**src/sv/lole_pkg.sv**
```systemverilog
// ---------------------------------------------------------------------------
// lole_pkg
// shared types and constants of the linked order list engine
// ---------------------------------------------------------------------------
package lole_pkg;

    localparam int MAX_BOXES_DEF = 1024;
    localparam int CMD_W         = 3;
    localparam int BOX_W         = 11;
    localparam int SUM_W         = 20;

    typedef enum logic [CMD_W-1:0] {
        CMD_BEFORE  = 3'd0,
        CMD_AFTER   = 3'd1,
        CMD_SWAP    = 3'd2,
        CMD_REVERSE = 3'd3,
        CMD_INIT    = 3'd4,
        CMD_REPORT  = 3'd5
    } cmd_t;

    typedef enum logic [3:0] {
        ST_IDLE,
        ST_RD_Y,
        ST_RD_X,
        ST_DECIDE,
        ST_WRITE,
        ST_INIT,
        ST_WALK0,
        ST_WALK,
        ST_FIX,
        ST_DONE
    } state_t;

endpackage

```
**src/sv/lole_obuf.sv**
```systemverilog
// ---------------------------------------------------------------------------
// lole_obuf
// output register stage for result beats
// ---------------------------------------------------------------------------
module lole_obuf (
    input  logic                      clk,
    input  logic                      rst_n,
    input  logic                      in_valid,
    output logic                      in_ready,
    input  logic [lole_pkg::SUM_W-1:0] in_sum,
    input  logic                      in_ignored,
    output logic                      m_tvalid,
    input  logic                      m_tready,
    output logic [23:0]               m_tdata,  // odd_position_sum[19:0], zero pad
    output logic [0:0]                m_tuser   // ignored
);

    logic                       valid_reg;
    logic [lole_pkg::SUM_W-1:0] sum_reg;
    logic                       ign_reg;

    assign in_ready = !valid_reg || m_tready;

    always_ff @(posedge clk or negedge rst_n)
    begin
        if (!rst_n)
        begin
            valid_reg <= 1'b0;
        end
        else if (in_ready)
        begin
            valid_reg <= in_valid;
        end
    end

    always_ff @(posedge clk)
    begin
        if (in_ready && in_valid)
        begin
            sum_reg <= in_sum;
            ign_reg <= in_ignored;
        end
    end

    assign m_tvalid   = valid_reg;
    assign m_tdata    = {{(24 - lole_pkg::SUM_W){1'b0}}, sum_reg};
    assign m_tuser[0] = ign_reg;

endmodule
```
**config.mk**
```make
export PLATFORM = sky130hd
export DESIGN_NAME = lole_obuf
export DESIGN_NICKNAME = d
export VERILOG_FILES = /design/src/sv/lole_pkg.sv /design/src/sv/lole_obuf.sv
export SDC_FILE = /design/constraint.sdc
export NUM_CORES = 1
export LEC_CHECK = 0
export BUFFER_PORTS_ARGS = -buffer_cell sky130_fd_sc_hd__clkbuf_2
export CAP_MARGIN = 20
export CORE_ASPECT_RATIO = 0.8
export CORE_MARGIN = 3
export CORE_UTILIZATION = 38
export CTS_CLUSTER_DIAMETER = 150
export DETAILED_ROUTE_END_ITERATION = 10
export GPL_ROUTABILITY_DRIVEN = 0
export PLACE_DENSITY = 0.81
export SYNTH_ARGS = -nofsm -noshare
export SYNTH_HDL_FRONTEND = slang
export SYNTH_SLANG_ARGS = --single-unit
```
**constraint.sdc**
```tcl
create_clock -name clk -period 1.6 [get_ports clk]
set_clock_uncertainty 0.2 [all_clocks]
set_input_delay 0.08 -clock clk [delete_from_list [all_inputs] [get_ports clk]]
set_output_delay 0.08 -clock clk [all_outputs]
set_load 0.05 [all_outputs]
```
======== After elaboration in Yosys (flattened, before gate mapping) ========
Cells that the tools add are included.
cells by class
  reductions and logical operators ........ 3
operator list
  cell               number
  1-bit logical AND  1
  1-bit logical NOT  1
  1-bit logical OR   1
storage, ports and cells
  flip-flop bits (word level) ............. 22
  bits of input ports ..................... 25
  output and inout bits ................... 27
  logic and storage cells ................. 6

======== Longest topological paths before layout ========
  word-level depth ........................ 3
  gate-level depth with buffers ........... 2
  depth with buffers taken out ............ 2

======== Worst setup path before layout ========
No wires, ideal clock.
  path type ............................... reg2reg
  start point ............................. reg valid_reg, in the netlist m_tvalid
  end point ............................... reg ign_reg, in the netlist m_tuser, enable pin
  setup time .............................. 0.321 ns
  data arrival time ....................... 1.136 ns
  data required time ...................... 1.079 ns
  setup slack ............................. -0.057 ns
  stages on the path, launching flop included .. 3
  buffers on the path ..................... 0
  clock period less this slack ............ 1.657 ns
  path through ............................ dfrtp_1 -> nand2b_4 -> and2_4
between the ends
  cells in the longest elaborated chain, start to end .. 3
RTL lines
  item                    RTL line         source
  from (decl)             lole_obuf.sv:18  logic valid_reg;
  from (signal assigned)  lole_obuf.sv:32  valid_reg <= in_valid;
  1-bit logical NOT       lole_obuf.sv:22  assign in_ready = !valid_reg || m_tready;
  1-bit logical OR        lole_obuf.sv:22
  via in_ready            lole_obuf.sv:9   output logic in_ready,
  1-bit logical AND       lole_obuf.sv:38  if (in_ready && in_valid)
  to (signal assigned)    lole_obuf.sv:41  ign_reg <= in_ignored;
  to (decl)               lole_obuf.sv:20  logic ign_reg;
The timed path passes the listed nets, and every way through them passes these cells.
A chain may end at the register's enable or synchronous reset.

======== Worst setup path after layout ========
  start point ............................. reg valid_reg, in the netlist m_tvalid
  end point ............................... reg valid_reg, in the netlist m_tvalid
between the ends
  cells in the longest elaborated chain, start to end .. 2
RTL lines
  item               RTL line
  1-bit logical NOT  lole_obuf.sv:22
  1-bit logical OR   lole_obuf.sv:22
Every way passes these cells.

==> flow_metrics.py <==
metrics = {
    "run_status": {
        "status": "finished clean",
    },
    "worst_setup_path": {
        "worstSetupStartpointType": "register",
        "crit_end": "m_tvalid",
        "end_kind": "register",
        "regToRegStartpoint": "m_tvalid",
        "worstReg2RegEnd": "m_tvalid",
        "reg2reg_depth": 3,
        "critPathLaunch": "m_tvalid",
        "critPathRequiredTime_ns": 1.59,
        "cp_data_arrival_time_ns": 1.43,
        "r2r_slack_ns": 0.16,
        "cp_max_fo": 3,
        "crit_type": "register to register",
    },
    "timing": {
        "hold_violations": 0,
        "max_freq_ghz": 0.6953,
        "rsz0062_at_grt": "no",
        "setup_tns_ns": 0,
        "post-route-min-period_ns": 1.438,
        "post-route-period-util_pct": 89.88,
        "finalMaxSlewViolations": 0,
        "finalSetupViolCount": 0,
    },
    "floorplanning": {
        "chipWidth_um": 54.61,
        "dieArea_mm2": 0.002451,
        "ios": 52,
        "rows": 13,
        "start_util_pct": 42.05,
        "die_height_um": 44.89,
        "fp.coreArea_mm2": 0.001708,
    },
    "placed_design": {
        "place_hpwl_um": 853.8,
        "io_buffers": 47,
    },
    "logic_synthesis": {
        "yosysSeqAreaShare_pct": 91.29,
        "ys_warn_count": 0,
        "syn_inst": 30,
        "ys_ff_latch": 22,
        "avgSynthCellArea_um2": 23.94,
        "synth_top_cells_by_area": "edfxtp_1, buf_4, dfrtp_1",
        "synth_top_area_share_pct": 87.80,
        "ys_types": 7,
        "yosys.area.top_type": "edfxtp_1",
        "synth_area_um2": 718.2,
    },
    "pwr": {
        "cellLeakagePower_nw": 0.5653,
        "max-vdd-ir-drop_uv": 707.7,
        "power_density_mw_per_mm2": 1064,
    },
    "clock_network": {
        "clkTransAtPathRegs_ns": 0.12,
        "cts_num_sinks": 22,
        "cts_tree": "built",
        "cts_max_level": 1,
        "cts_root_buf": "clkbuf_4",
        "clkLatencyLatePin_ns": 0.29,
        "cts_buffer_depth": 2,
        "cts_made_buffers": 3,
    },
    "finish": {
        "drive_gt1_share_pct": 51.43,
        "antenna_cells": 0,
        "post-route-util_pct": 74.14,
        "syn_to_final_growth_pct": 76.31,
        "mostFrequentLayoutCells": "clkbuf_2, dlygate4sd3_1, edfxtp_1, conb_1, clkbuf_4",
        "largest_reg_flops": 20,
        "layout_commonest_cell": "clkbuf_2",
        "nets": 131,
    },
    "detailed_routing": {
        "wl_per_cell_um": 11.22,
        "drcViolationCount": 0,
        "vias": 510,
        "wl_um": 1425,
        "viasPerCell": 4.016,
        "drtIter0Drc": 6,
        "drtAntennaViolNets": 0,
        "dr.pass1.iters": 2,
    },
    "global_routing": {
        "grt.total_usage_pct": 13.58,
        "overflow": 0,
        "antenna_found_initial": 0,
        "grt_pass1_wl_um": 2304,
        "grt_start_max_net_pins": 22,
        "grt_pass1_vias": 521,
    },
    "job": {
        "max-cap-violations": 0,
    },
    "worst_hold_path": {
        "hold_class": "input pin to register",
    },
}
## through the flow
step | std cells | instance area [µm²] | hold slack, ns | setup slack (ns) | power [mW]
global route | 127 | 1266 | 0.2089 | 0.1181 | 1.409
CTS | 127 | 1266 | 0.2148 | 0.1810 | 1.354
detailed placement | 98 | 963.4 | -0.3424 | 0.2690 | 0.9020
finish | 127 | 1266 | 0.2178 | 0.1619 | 1.348
global placement | 98 | 963.4 | -0.3446 | 0.2943 | 0.8999
floorplan | 33 | 730.7 | -0.4156 | 0.05637 | 0.8500
## worst min path at each step
stage                  start          end  slack, ns  depth (start not counted)
floorplan              rst_n     m_tvalid      -0.42                          0
global placement       rst_n     m_tvalid      -0.34                          1
detailed placement     rst_n     m_tvalid      -0.34                          1
CTS                 m_tready  sum_reg[19]       0.21                          3
global route        m_tready  sum_reg[19]       0.21                          3
finish              m_tready  sum_reg[14]       0.22                          3
## worst max-delay path, cell delays in order, from the launching register on
cell and delay (ns):
dfrtp_2 0.44, nand2b_4 0.08, nand2b_1 0.06, dlygate4sd3_1 0.55
## logic make-up (layout without fill, tap and decap cells)
logic type             Yosys count  in the layout  synth area share (%)
and+or+nand+nor                  3              3                 4.007
DFF                             22             22                 91.29
buffers and inverters            4             76                 4.181
other                            1              4                0.5221
## final cells by class
class	count	area [µm²]
clock buffers	3	22.52
clock inverters	1	30.03
fillers	112	441.7
multi-input cells	7	43.79
flip-flops and latches	22	656.9
well taps	22	27.53
repair buffers	72	485.5
## layer usage
layer	wire length [µm]	share of wire [%]	track usage [%]	up-vias
met5	0	0	0	-
met4	8	0.56	5.970	0
met3	190	13	5.611	2
met2	662	46	21.70	36
met1	563	40	15.96	221
li1	-	-	-	251
## synthesized netlist by cell type
cell type and number:
and2_4 1, buf_4 4, conb_1 1, dfrtp_1 1, edfxtp_1 21, nand2b_1 1, nand2b_4 1
## power by group
part	internal [mW]	leakage [nW]	switching, mW
registers	0.668	0.210	0.00889
logic	0.0855	0.327	0.175
clock network	0.253	0.0279	0.157
total	1.01	0.565	0.341
## what timing repair did
item / 4_1_cts / 5_1_grt
hold buffers: 25 / 0
endpoints found under the hold margin: 23 / 0
buffers inserted: 0 / 0
gates resized for setup: 0 / 0
setup endpoints to repair: 0 / 0
Note: power is estimated with default switching activity, not from simulation.
